==> config.mk <==
export PLATFORM = sky130hd
export DESIGN_NAME = bad_block_remap_table_core
export DESIGN_NICKNAME = d
export VERILOG_FILES = /design/src/design/bbrt_pkg.sv /design/src/design/bad_block_remap_table_core.sv /design/src/design/bbrt_ram.sv /design/src/design/bbrt_useq.sv
export SDC_FILE = /design/constraint.sdc
export NUM_CORES = 1
export LEC_CHECK = 0
export BUFFER_PORTS_ARGS = -buffer_cell sky130_fd_sc_hd__buf_2
export CAP_MARGIN = 15
export CORE_UTILIZATION = 38
export CTS_CLUSTER_SIZE = 30
export DETAILED_ROUTE_END_ITERATION = 8
export SLEW_MARGIN = 20
export SYNTH_ARGS = -nofsm -noshare
export SYNTH_HDL_FRONTEND = slang
export SYNTH_SLANG_ARGS = --single-unit
==> constraint.sdc <==
create_clock -name clk_i -period 2.96 [get_ports clk_i]
set_input_delay 0.74 -clock clk_i [delete_from_list [all_inputs] [get_ports clk_i]]
set_output_delay 0.74 -clock clk_i [all_outputs]
set_load 0.01 [all_outputs]
==> src/design/bbrt_pkg.sv <==
// ----------------------------------------------------------------------------
// bbrt_pkg
// Shared types, constants and microcode for the bad-block remap table.
// ----------------------------------------------------------------------------
`default_nettype none

package bbrt_pkg;

  localparam int BLOCK_BITS    = 14;
  localparam int SLOT_W        = 5;
  localparam int OP_W          = 3;
  localparam int NUM_SLOTS_DEF = 20;

  localparam logic [BLOCK_BITS-1:0] RESERVED_BASE_RST = BLOCK_BITS'(2048 - 40);

  typedef enum logic [OP_W-1:0] {
    OP_WRITE = 3'd0,
    OP_READ  = 3'd1,
    OP_FIND  = 3'd2,
    OP_BUILD = 3'd3,
    OP_XLATE = 3'd4
  } op_e;

  // input transaction payload, last field in the low bits
  typedef struct packed {
    logic [BLOCK_BITS-1:0] block_address;
    logic                  new_used;
    logic                  new_broken;
    logic [SLOT_W-1:0]     slot_index;
  } req_t;

  // result transaction payload, last field in the low bits
  typedef struct packed {
    logic                  remapped;
    logic [BLOCK_BITS-1:0] translated_address;
    logic                  free_found;
    logic [SLOT_W-1:0]     free_slot;
    logic [BLOCK_BITS-1:0] read_block;
    logic                  read_used;
    logic                  read_broken;
  } res_t;

  localparam int REQ_W       = $bits(req_t);
  localparam int RES_W       = $bits(res_t);
  localparam int IN_TDATA_W  = ((REQ_W + 7) / 8) * 8;
  localparam int OUT_TDATA_W = ((RES_W + 7) / 8) * 8;

  // slot table entry
  typedef struct packed {
    logic                  broken;
    logic                  used;
    logic [BLOCK_BITS-1:0] block;
  } slot_ent_t;

  // ---- microcode ----
  localparam int UPC_W = 4;
  typedef logic [UPC_W-1:0] upc_t;

  localparam upc_t UA_FETCH = 4'd0;
  localparam upc_t UA_DONE  = 4'd1;
  localparam upc_t UA_WR0   = 4'd2;
  localparam upc_t UA_RD0   = 4'd3;
  localparam upc_t UA_RD1   = 4'd4;
  localparam upc_t UA_FND0  = 4'd5;
  localparam upc_t UA_FND1  = 4'd6;
  localparam upc_t UA_BLD0  = 4'd7;
  localparam upc_t UA_BLD1  = 4'd8;
  localparam upc_t UA_XL0   = 4'd9;
  localparam upc_t UA_XL1   = 4'd10;
  localparam upc_t UA_BAD   = 4'd11;

  typedef enum logic {
    SRC_INPUT,
    SRC_COUNT
  } src_e;

  typedef enum logic [2:0] {
    ACT_NONE,
    ACT_READ_CAP,
    ACT_FREE_CHK,
    ACT_MAP_CLR,
    ACT_MAP_ADD,
    ACT_XLATE_INIT,
    ACT_XLATE_CHK
  } act_e;

  typedef enum logic [2:0] {
    C_NEXT,
    C_JUMP,
    C_DISPATCH,
    C_RETIRE,
    C_MAP_EMPTY,
    C_HIT_OR_SLOT_LAST,
    C_SLOT_LAST,
    C_HIT_OR_MAP_LAST
  } cond_e;

  typedef struct packed {
    logic  slot_rd;
    src_e  slot_src;
    logic  slot_wr;
    logic  map_rd;
    logic  cnt_inc;
    act_e  act;
    cond_e cond;
    logic  hold;    // stay on this step when the branch is not taken
    upc_t  target;
  } uword_t;

  // datapath status seen by the sequencer
  typedef struct packed {
    logic in_fire;
    logic out_free;
    logic hit;
    logic slot_last;
    logic map_last;
    logic map_empty;
    op_e  opcode;
  } stat_t;

  function automatic upc_t dispatch(input op_e op);
    upc_t a;
    case (op)
      OP_WRITE: a = UA_WR0;
      OP_READ:  a = UA_RD0;
      OP_FIND:  a = UA_FND0;
      OP_BUILD: a = UA_BLD0;
      OP_XLATE: a = UA_XL0;
      default:  a = UA_BAD;
    endcase
    return a;
  endfunction

  function automatic uword_t ucode_rom(input upc_t upc);
    uword_t w;
    w          = '0;
    w.slot_src = SRC_COUNT;
    w.act      = ACT_NONE;
    w.cond     = C_JUMP;
    w.target   = UA_DONE;
    case (upc)
      UA_FETCH: begin
        w.cond = C_DISPATCH; w.hold = 1'b1;
      end
      UA_DONE: begin
        w.cond = C_RETIRE; w.hold = 1'b1; w.target = UA_FETCH;
      end
      UA_WR0: begin
        w.slot_wr = 1'b1;
      end
      UA_RD0: begin
        w.slot_rd = 1'b1; w.slot_src = SRC_INPUT; w.cond = C_NEXT;
      end
      UA_RD1: begin
        w.act = ACT_READ_CAP;
      end
      UA_FND0: begin
        w.slot_rd = 1'b1; w.cnt_inc = 1'b1; w.cond = C_NEXT;
      end
      UA_FND1: begin
        w.slot_rd = 1'b1; w.cnt_inc = 1'b1; w.act = ACT_FREE_CHK;
        w.cond = C_HIT_OR_SLOT_LAST; w.hold = 1'b1;
      end
      UA_BLD0: begin
        w.slot_rd = 1'b1; w.cnt_inc = 1'b1; w.act = ACT_MAP_CLR; w.cond = C_NEXT;
      end
      UA_BLD1: begin
        w.slot_rd = 1'b1; w.cnt_inc = 1'b1; w.act = ACT_MAP_ADD;
        w.cond = C_SLOT_LAST; w.hold = 1'b1;
      end
      UA_XL0: begin
        w.map_rd = 1'b1; w.cnt_inc = 1'b1; w.act = ACT_XLATE_INIT;
        w.cond = C_MAP_EMPTY;
      end
      UA_XL1: begin
        w.map_rd = 1'b1; w.cnt_inc = 1'b1; w.act = ACT_XLATE_CHK;
        w.cond = C_HIT_OR_MAP_LAST; w.hold = 1'b1;
      end
      UA_BAD: begin
        w.cond = C_JUMP;
      end
      default: begin
        w.cond = C_JUMP; w.target = UA_FETCH;
      end
    endcase
    return w;
  endfunction

endpackage

`default_nettype wire

==> src/design/bad_block_remap_table_core.sv <==
// ----------------------------------------------------------------------------
// bad_block_remap_table_core
// Flash bad-block remap table: spare slots, free-slot search, snapshot map
// rebuild and address translation, run by a microcoded sequencer.
// ----------------------------------------------------------------------------
// Find stops at the first free slot and rebuild walks every slot; address
// translation stops at the first map hit or last entry, and skips an empty map.
// Scans are bound by the one read port of the slot RAM / map RAM: one entry
// per cycle. One transaction in flight; the next is accepted in the cycle
// after the result moves to the output register, even if it is not taken.
// Reset: async, active low; clears slot valid bits (slots read as zero),
// map count, sequencer and output valid; reserved_base returns to 2008.
// ----------------------------------------------------------------------------
`default_nettype none

module bad_block_remap_table_core
  import bbrt_pkg::*;
#(
  parameter int NUM_SLOTS = NUM_SLOTS_DEF
) (
  input  wire logic                   clk_i,
  input  wire logic                   rst_ni,
  // config: reserved_base
  input  wire logic                   cfg_valid_i,
  output logic                        cfg_ready_o,
  input  wire logic [BLOCK_BITS-1:0]  cfg_data_i,
  // request stream
  input  wire logic                   s_axis_tvalid_i,
  output logic                        s_axis_tready_o,
  // tdata: slot_index[4:0], new_broken[5], new_used[6], block_address[20:7]
  input  wire logic [IN_TDATA_W-1:0]  s_axis_tdata_i,
  // tuser: opcode[2:0]
  input  wire logic [OP_W-1:0]        s_axis_tuser_i,
  // result stream
  output logic                        m_axis_tvalid_o,
  input  wire logic                   m_axis_tready_i,
  // tdata: read_broken[0], read_used[1], read_block[15:2], free_slot[20:16],
  //        free_found[21], translated_address[35:22], remapped[36]
  output logic [OUT_TDATA_W-1:0]      m_axis_tdata_o
);

  localparam int IDX_W = (NUM_SLOTS > 1) ? $clog2(NUM_SLOTS) : 1;
  localparam int CNT_W = $clog2(NUM_SLOTS + 1);
  localparam int ENT_W = $bits(slot_ent_t);
  localparam int MAP_W = IDX_W + BLOCK_BITS;

  // ---------------------------------------------------------------------------
  // Sequencer
  // ---------------------------------------------------------------------------
  uword_t uw;
  stat_t  stat;

  bbrt_useq u_useq (
    .clk_i   (clk_i),
    .rst_ni  (rst_ni),
    .stat_i  (stat),
    .uword_o (uw)
  );

  // ---------------------------------------------------------------------------
  // Config register
  // ---------------------------------------------------------------------------
  logic [BLOCK_BITS-1:0] base_q;

  assign cfg_ready_o = 1'b1;

  always_ff @(posedge clk_i or negedge rst_ni) begin
    if (!rst_ni) begin
      base_q <= RESERVED_BASE_RST;
    end else if (cfg_valid_i && cfg_ready_o) begin
      base_q <= cfg_data_i;
    end
  end

  // ---------------------------------------------------------------------------
  // Request latch and handshakes
  // ---------------------------------------------------------------------------
  logic  in_fire, out_free, retire;
  req_t  req_q;

  assign s_axis_tready_o = (uw.cond == C_DISPATCH);
  assign in_fire         = s_axis_tvalid_i && s_axis_tready_o;

  always_ff @(posedge clk_i) begin
    if (in_fire) begin
      req_q <= req_t'(s_axis_tdata_i[REQ_W-1:0]);
    end
  end

  // ---------------------------------------------------------------------------
  // Scan counter, tracks the entry addressed by the next scan read
  // ---------------------------------------------------------------------------
  logic [CNT_W-1:0] cnt_q, cnt_d;
  logic             cnt_ok;

  assign cnt_ok = cnt_q < CNT_W'(NUM_SLOTS);

  always_comb begin
    cnt_d = cnt_q;
    if (in_fire) begin
      cnt_d = '0;
    end else if (uw.cnt_inc && cnt_ok) begin
      cnt_d = cnt_q + CNT_W'(1);
    end
  end

  always_ff @(posedge clk_i or negedge rst_ni) begin
    if (!rst_ni) begin
      cnt_q <= '0;
    end else begin
      cnt_q <= cnt_d;
    end
  end

  // ---------------------------------------------------------------------------
  // Slot table: RAM plus per-entry valid bits (invalid entries read as zero)
  // ---------------------------------------------------------------------------
  logic                 slot_in_range;
  logic                 slot_we, slot_re;
  logic [IDX_W-1:0]     slot_raddr;
  logic [ENT_W-1:0]     slot_rdata;
  logic [NUM_SLOTS-1:0] slot_vld_q;
  logic                 rd_vld_q;
  logic                 rd_ok_q;
  logic [IDX_W-1:0]     rd_idx_q;
  slot_ent_t            wr_ent;
  slot_ent_t            sd;

  assign slot_in_range = (SLOT_W + 1)'(req_q.slot_index) < (SLOT_W + 1)'(NUM_SLOTS);
  assign slot_we       = uw.slot_wr && slot_in_range;
  assign slot_raddr    = (uw.slot_src == SRC_INPUT) ? req_q.slot_index[IDX_W-1:0]
                                                    : cnt_q[IDX_W-1:0];
  assign slot_re       = uw.slot_rd && ((uw.slot_src == SRC_INPUT) ? slot_in_range : cnt_ok);

  assign wr_ent.broken = req_q.new_broken;
  assign wr_ent.used   = req_q.new_used;
  assign wr_ent.block  = req_q.block_address;

  bbrt_ram #(
    .WIDTH (ENT_W),
    .DEPTH (NUM_SLOTS)
  ) u_slot_ram (
    .clk_i   (clk_i),
    .we_i    (slot_we),
    .waddr_i (req_q.slot_index[IDX_W-1:0]),
    .wdata_i (wr_ent),
    .re_i    (slot_re),
    .raddr_i (slot_raddr),
    .rdata_o (slot_rdata)
  );

  always_ff @(posedge clk_i or negedge rst_ni) begin
    if (!rst_ni) begin
      slot_vld_q <= '0;
    end else if (slot_we) begin
      slot_vld_q[req_q.slot_index[IDX_W-1:0]] <= 1'b1;
    end
  end

  always_ff @(posedge clk_i) begin
    if (slot_re) begin
      rd_vld_q <= slot_vld_q[slot_raddr];
    end
  end

  assign sd = rd_vld_q ? slot_ent_t'(slot_rdata) : '0;

  // rd_ok_q: a direct slot read was in range; rd_idx_q: entry of last scan read
  logic map_re;

  always_ff @(posedge clk_i) begin
    if (uw.slot_rd && uw.slot_src == SRC_INPUT) begin
      rd_ok_q <= slot_in_range;
    end
    if (slot_re && uw.slot_src == SRC_COUNT || map_re) begin
      rd_idx_q <= cnt_q[IDX_W-1:0];
    end
  end

  // ---------------------------------------------------------------------------
  // Snapshot map: {slot, logical block} per entry, filled in slot order
  // ---------------------------------------------------------------------------
  logic [CNT_W-1:0]      map_count_q, map_count_d;
  logic                  map_we;
  logic [MAP_W-1:0]      map_rdata;
  logic [IDX_W-1:0]      map_slot;
  logic [BLOCK_BITS-1:0] map_block;

  assign map_re = uw.map_rd && cnt_ok;

  bbrt_ram #(
    .WIDTH (MAP_W),
    .DEPTH (NUM_SLOTS)
  ) u_map_ram (
    .clk_i   (clk_i),
    .we_i    (map_we),
    .waddr_i (map_count_q[IDX_W-1:0]),
    .wdata_i ({rd_idx_q, sd.block}),
    .re_i    (map_re),
    .raddr_i (cnt_q[IDX_W-1:0]),
    .rdata_o (map_rdata)
  );

  assign map_slot  = map_rdata[MAP_W-1:BLOCK_BITS];
  assign map_block = map_rdata[BLOCK_BITS-1:0];

  // ---------------------------------------------------------------------------
  // Datapath actions
  // ---------------------------------------------------------------------------
  res_t res_q, res_d;
  logic hit;

  always_comb begin
    hit         = 1'b0;
    map_we      = 1'b0;
    map_count_d = map_count_q;
    res_d       = res_q;
    if (in_fire) begin
      res_d = '0;
    end
    case (uw.act)
      ACT_READ_CAP: begin
        if (rd_ok_q) begin
          res_d.read_broken = sd.broken;
          res_d.read_used   = sd.used;
          res_d.read_block  = sd.block;
        end
      end
      ACT_FREE_CHK: begin
        hit = !sd.broken && !sd.used;
        if (hit) begin
          res_d.free_slot  = SLOT_W'(rd_idx_q);
          res_d.free_found = 1'b1;
        end
      end
      ACT_MAP_CLR: begin
        map_count_d = '0;
      end
      ACT_MAP_ADD: begin
        map_we = sd.used && !sd.broken;
        if (map_we) begin
          map_count_d = map_count_q + CNT_W'(1);
        end
      end
      ACT_XLATE_INIT: begin
        res_d.translated_address = req_q.block_address;
      end
      ACT_XLATE_CHK: begin
        hit = (map_block == req_q.block_address);
        if (hit) begin
          res_d.translated_address = base_q + BLOCK_BITS'(map_slot);
          res_d.remapped           = 1'b1;
        end
      end
      default: ;
    endcase
  end

  always_ff @(posedge clk_i) begin
    res_q <= res_d;
  end

  always_ff @(posedge clk_i or negedge rst_ni) begin
    if (!rst_ni) begin
      map_count_q <= '0;
    end else begin
      map_count_q <= map_count_d;
    end
  end

  // ---------------------------------------------------------------------------
  // Sequencer status
  // ---------------------------------------------------------------------------
  assign stat.in_fire   = in_fire;
  assign stat.out_free  = out_free;
  assign stat.hit       = hit;
  assign stat.slot_last = (rd_idx_q == IDX_W'(NUM_SLOTS - 1));
  assign stat.map_last  = ((CNT_W'(rd_idx_q) + CNT_W'(1)) == map_count_q);
  assign stat.map_empty = (map_count_q == '0);
  assign stat.opcode    = op_e'(s_axis_tuser_i);

  // ---------------------------------------------------------------------------
  // Output register
  // ---------------------------------------------------------------------------
  logic out_valid_q, out_valid_d;
  res_t out_q;

  assign out_free = !out_valid_q || m_axis_tready_i;
  assign retire   = (uw.cond == C_RETIRE) && out_free;

  always_comb begin
    out_valid_d = out_valid_q;
    if (retire) begin
      out_valid_d = 1'b1;
    end else if (m_axis_tready_i) begin
      out_valid_d = 1'b0;
    end
  end

  always_ff @(posedge clk_i or negedge rst_ni) begin
    if (!rst_ni) begin
      out_valid_q <= 1'b0;
    end else begin
      out_valid_q <= out_valid_d;
    end
  end

  always_ff @(posedge clk_i) begin
    if (retire) begin
      out_q <= res_q;
    end
  end

  assign m_axis_tvalid_o = out_valid_q;
  assign m_axis_tdata_o  = OUT_TDATA_W'(out_q);

  // ---------------------------------------------------------------------------
  // Assertions
  // ---------------------------------------------------------------------------
  a_out_from_retire: assert property (@(posedge clk_i) disable iff (!rst_ni)
    $rose(out_valid_q) |-> $past(uw.cond == C_RETIRE))
    else $error("result appeared without a retire step");

  a_leave_fetch: assert property (@(posedge clk_i) disable iff (!rst_ni)
    in_fire |=> (uw.cond != C_DISPATCH))
    else $error("sequencer stayed in fetch after an accepted transaction");

  a_map_count_bound: assert property (@(posedge clk_i) disable iff (!rst_ni)
    map_count_q <= CNT_W'(NUM_SLOTS))
    else $error("map count exceeds slot count");

  a_cnt_bound: assert property (@(posedge clk_i) disable iff (!rst_ni)
    cnt_q <= CNT_W'(NUM_SLOTS))
    else $error("scan counter past end of table");

endmodule

`default_nettype wire

==> src/design/bbrt_ram.sv <==
// ----------------------------------------------------------------------------
// bbrt_ram
// Simple dual-port RAM, one write and one registered read per cycle.
// ----------------------------------------------------------------------------
`default_nettype none

module bbrt_ram #(
  parameter int WIDTH = 16,
  parameter int DEPTH = 20
) (
  input  wire logic                                   clk_i,
  input  wire logic                                   we_i,
  input  wire logic [((DEPTH > 1) ? $clog2(DEPTH) : 1)-1:0] waddr_i,
  input  wire logic [WIDTH-1:0]                       wdata_i,
  input  wire logic                                   re_i,
  input  wire logic [((DEPTH > 1) ? $clog2(DEPTH) : 1)-1:0] raddr_i,
  output logic      [WIDTH-1:0]                       rdata_o
);

  logic [WIDTH-1:0] mem_q [DEPTH];
  logic [WIDTH-1:0] rdata_q;

  always_ff @(posedge clk_i) begin
    if (we_i) begin
      mem_q[waddr_i] <= wdata_i;
    end
  end

  always_ff @(posedge clk_i) begin
    if (re_i) begin
      rdata_q <= mem_q[raddr_i];
    end
  end

  assign rdata_o = rdata_q;

endmodule

`default_nettype wire

==> src/design/bbrt_useq.sv <==
// ----------------------------------------------------------------------------
// bbrt_useq
// Microprogram sequencer: step counter, control ROM, branch logic.
// ----------------------------------------------------------------------------
`default_nettype none

module bbrt_useq
  import bbrt_pkg::*;
(
  input  wire logic   clk_i,
  input  wire logic   rst_ni,
  input  wire stat_t  stat_i,
  output uword_t      uword_o
);

  upc_t   upc_q, upc_d;
  uword_t uw;
  logic   take;
  upc_t   tgt;

  assign uw = ucode_rom(upc_q);

  always_comb begin
    tgt = uw.target;
    case (uw.cond)
      C_NEXT:             take = 1'b0;
      C_JUMP:             take = 1'b1;
      C_DISPATCH: begin
        take = stat_i.in_fire;
        tgt  = dispatch(stat_i.opcode);
      end
      C_RETIRE:           take = stat_i.out_free;
      C_MAP_EMPTY:        take = stat_i.map_empty;
      C_HIT_OR_SLOT_LAST: take = stat_i.hit | stat_i.slot_last;
      C_SLOT_LAST:        take = stat_i.slot_last;
      C_HIT_OR_MAP_LAST:  take = stat_i.hit | stat_i.map_last;
      default:            take = 1'b1;
    endcase
    if (take) begin
      upc_d = tgt;
    end else if (uw.hold) begin
      upc_d = upc_q;
    end else begin
      upc_d = upc_q + upc_t'(1);
    end
  end

  always_ff @(posedge clk_i or negedge rst_ni) begin
    if (!rst_ni) begin
      upc_q <= UA_FETCH;
    end else begin
      upc_q <= upc_d;
    end
  end

  assign uword_o = uw;

endmodule

`default_nettype wire
==> flow_summary_export.csv <==
group,metric,value,unit
outcome,outcome,"complete, no violations",
clock_tree,htreeDepth,3,
clock_tree,clkSlewWorstSetupHoldPaths,0.06,ns
yosys,ys.flop_type,"edfxtp_1",
yosys,yosysWarningCount,0,
finish,drive_gt1_share,28.6,%
finish,diodes,0,
placed_design,placed_cell_area,37300,um^2
pwr,power_frac_comb,24.4,%
clock_tree,clkSinkCount,886,
pwr,vdd_ir_drop_max,0.000532,V
timing,worst_pin_slew,0.891,ns
yosys,ys_async_sr_fraction,5.53,%
floorplan,chipWidth,303,um
placed_design,dp_hpwl,52.0,mm
finish,syn_to_final_growth,17.2,%
routing,drc_errors,0,
yosys,synth_area,34500,um^2
worst_setup_path,critPathSlowestCell,"mux4_2",
pwr,power.density,920,nW/um^2
worst_setup_path,cp_cell_sequence,"ha_1 -> or3b_4 -> inv_12 -> mux2i_4 -> buf_12 -> mux4_2 -> a22oi_1 -> nand3_1",
timing,slew_headroom,40.6,%
timing,hold_viol,0,
clock_tree,numCtsBuffers,92,
worst_setup_path,critPathLaunchType,"flip-flop",
floorplan,die-area,91900,um^2
hold_path,min_path_type,"in2async",
pwr,internal_power,0.0264,W
clock_tree,clk_latency,0.66,ns
finish,layout.nets,2094,
worst_setup_path,cp-end-kind,"flip-flop",
yosys,synth_area_leaders,"edfxtp_1 (70%), mux4_2 (11%), dfrtp_1 (3.0%)",
yosys,synth_cell_type_count,75,
routing,routed_wl,81.6,mm
grt,grt.overflow.total,0,
clock_tree,cts_tree,"done",
routing,wl_per_cell,24.8,um
grt,grt_use_total,18.1,%
yosys,post_synth.cell_area_avg,19.0,um^2
worst_setup_path,worstSetupStartpoint,"u_useq.upc_q[0]",
routing,ant_nets,0,
yosys,yosysTopAreaCellShare,69.7,%
grt,grt_use_met2,31.7,%
clock_tree,cts_max_path_buffers,3,
yosys,synth_edf_count,800,
worst_setup_path,max_stage_delay,0.51,ns
pwr,total_power,0.0372,W
grt,grt_antenna_before_repair,2,
worst_setup_path,crit_type,"reg2reg",
pwr,power_frac_clock,31.1,%
worst_setup_path,arrival,3.21,ns
worst_setup_path,timing.rr.start,"u_useq.upc_q[0]",
routing,vias_per_cell,5.28,
timing,max_clock_freq,353,MHz
timing,finalSetupViolations,0,
grt,grt.met1_usage,23.0,%
placed_design,port_buffers,81,
finish,fin_area,40400,um^2
pwr,swShare,29.0,%
yosys,seq_area_frac_synth,75.4,%
routing,dr_total_vias,17341,
clock_tree,clock-root-buffer,"clkbuf_16",
floorplan,num_io_pins,89,
timing,fin_crit,2.83,ns
floorplan,initial_core_util,38.4,%
yosys,synthCells,1810,
yosys,synth_top_cell_by_area,"edfxtp_1",
grt,use_met3,2.82,%
grt,grt_pass1_wl,120,mm
grt,grt_start_max_net_pins,38,
pwr,p_leak,13.5,nW
grt,grt_pass1_vias,18067,
pwr,pwr-share-seq,44.5,%
timing,fin_crit_sh,95.6,%
timing,drv_slew,0,
timing,fin_worst_skew,0.0312,ns
finish,n_fill_cell,7603,
grt,grt-busiest-layer,"met2",
yosys,ys_ff_latch,886,
floorplan,coreArea,89900,um^2
worst_setup_path,cp.required,3.34,ns
pwr,power.switching,0.0108,W
floorplan,die_h,303,um
worst_setup_path,cp_max_fo,14,
job,maxCapViolCount,0,
placed_design,place_congestion,0.813,
routing,first_pass_iters,5,
routing,drtIter0Drc,1526,
timing,finalSetupTns,0,ns
floorplan,num_rows,110,
timing,rsz0062_at_grt,"false",
## registers in the layout, summed over array words and instances (netlist names), 14 cells and up
signal and cells:
u_map_ram.rdata_o 19, u_slot_ram.rdata_o 16, u_slot_ram.mem_q 320, slot_vld_q 20, req_q 21, u_map_ram.mem_q 380
base_q 14, res_q 37, m_axis_tdata_o 37
## critical path, delay by kind of cell (launching register included)
family	cells	cell delay, ns
muxes	2	0.81
adders and majority gates	1	0.17
DFF	1	0.36
buffers and inverters	2	0.32
and+or+nand+nor	2	0.56
AOI/OAI and AO/OA	1	0.33
## cells in the mapped netlist, types with 4 or more instances
library cell and n:
clkbuf_1 47, nor3_1 6, a22oi_1 25, dfrtp_1 42
mux2i_1 96, a32oi_1 17, ha_1 15, dfxtp_1 37
nor2_1 67, o21ai_0 24, xnor2_1 12, inv_1 14
nand4_1 6, a22o_1 14, edfxtp_1 800, buf_1 4
nand2b_1 5, dfstp_2 7, nor4_1 7, buf_2 18
mux4_2 162, a21oi_1 13, buf_6 5, and2_1 17
or2_2 20, mux2_2 15, buf_4 14, xor2_1 28
nand2_1 170, or3_1 5, nand3b_1 6, nand3_1 29
## cell type report
class	instances	area (um^2)	share of cell area (%)
clock inverter	57	642	1.59
clock buffer	112	2400	5.93
inverter	16	72.6	0.180
multi-input combinational	822	8090	20.0
timing repair buffer	214	1740	4.31
sequential	886	26000	64.3
tap	1176	1470	3.64
## per-stage QoR
stage               worst slack, ns  util [%]  instances  hold slack [ns]
CTS                          0.0163      45.0       3282            0.181
detailed placement          -0.0584      41.6       3112            0.418
finish                        0.130      45.0       3283            0.167
global route                 0.0162      45.0       3283            0.198
global placement           -0.00499      41.6       3112            0.420
floorplan                    0.0462         -       1812            0.408
## cells by family after synthesis
| group | after synthesis | share of synthesized area (%) |
|---|---|---|
| AND/OR/NAND/NOR | 359 | 4.82 |
| flip-flops | 886 | 75.4 |
| adder cells (fa/ha/maj) | 16 | 0.602 |
| buffers and inverters | 105 | 1.52 |
| other | 2 | 0.0218 |
| AO/OA/AOI/OAI | 127 | 2.66 |
| XOR/XNOR | 40 | 1.02 |
| multiplexers | 275 | 14.0 |
## per-layer routing
| layer | part of all wire (%) | up-vias |
|---|---|---|
| met3 | 4.4 | 125 |
| met2 | 52 | 438 |
| li1 | - | 7639 |
| met1 | 41 | 9139 |
| met5 | 0 | - |
| met4 | 2.7 | 0 |
## timing repair
| action | 4_1_cts | 5_1_grt |
|---|---|---|
| endpoints found under the setup margin | 14 | 12 |
| resized for setup | 3 | 1 |
| buffers inserted | 0 | 1 |
| gates cloned | 1 | 0 |
| hold buffers | 0 | 0 |
| pin swaps | 0 | 1 |
## power by group through the flow
stage / sequential (W) / clock, W / combinational [W]
CTS: 0.0166 / 0.0118 / 0.00921
global route: 0.0166 / 0.0122 / 0.00981
finish: 0.0166 / 0.0116 / 0.00907
detailed placement: 0.0168 / 0 / 0.00913
global placement: 0.0168 / 0 / 0.00893
floorplan: 0.0165 / 0 / 0.00569
## layout by cell type, fill, tap and decap left out, types with 12 or more instances in the layout
cell | netlist | final
clkinv_2 | 0 | 20
nor2_2 | 1 | 27
dfrtp_1 | 42 | 39
mux2i_1 | 96 | 95
dfxtp_1 | 37 | 37
o21ai_0 | 24 | 23
xnor2_1 | 12 | 12
nand3_1 | 29 | 29
and2_1 | 17 | 17
inv_1 | 14 | 14
buf_2 | 18 | 81
clkbuf_16 | 0 | 93
clkinv_1 | 0 | 13
ha_1 | 15 | 14
mux4_2 | 162 | 162
buf_4 | 14 | 106
nand2_1 | 170 | 170
buf_12 | 0 | 27
a32oi_1 | 17 | 17
a22oi_1 | 25 | 25
mux2_2 | 15 | 15
a22o_1 | 14 | 14
a21oi_1 | 13 | 13
or2_2 | 20 | 20
clkbuf_1 | 47 | 19
xor2_1 | 28 | 28
edfxtp_1 | 800 | 800
nor2_1 | 67 | 40
## final timing paths
kind | slack (ns) | cells after the start | to
max in group asynchronous | 2.08 | 2 | base_q[9]
worst max-delay path | 0.13 | 8 | u_slot_ram.rdata_o[8]
worst min-delay path | 0.17 | 1 | map_count_q[0]
worst max register to register | 0.13 | 8 | u_slot_ram.rdata_o[8]
worst min register to register | 0.41 | 0 | m_axis_tdata_o[10]
min in group clk_i | 0.27 | 1 | req_q[5]
No activity file was read; power rests on OpenSTA's default activity.
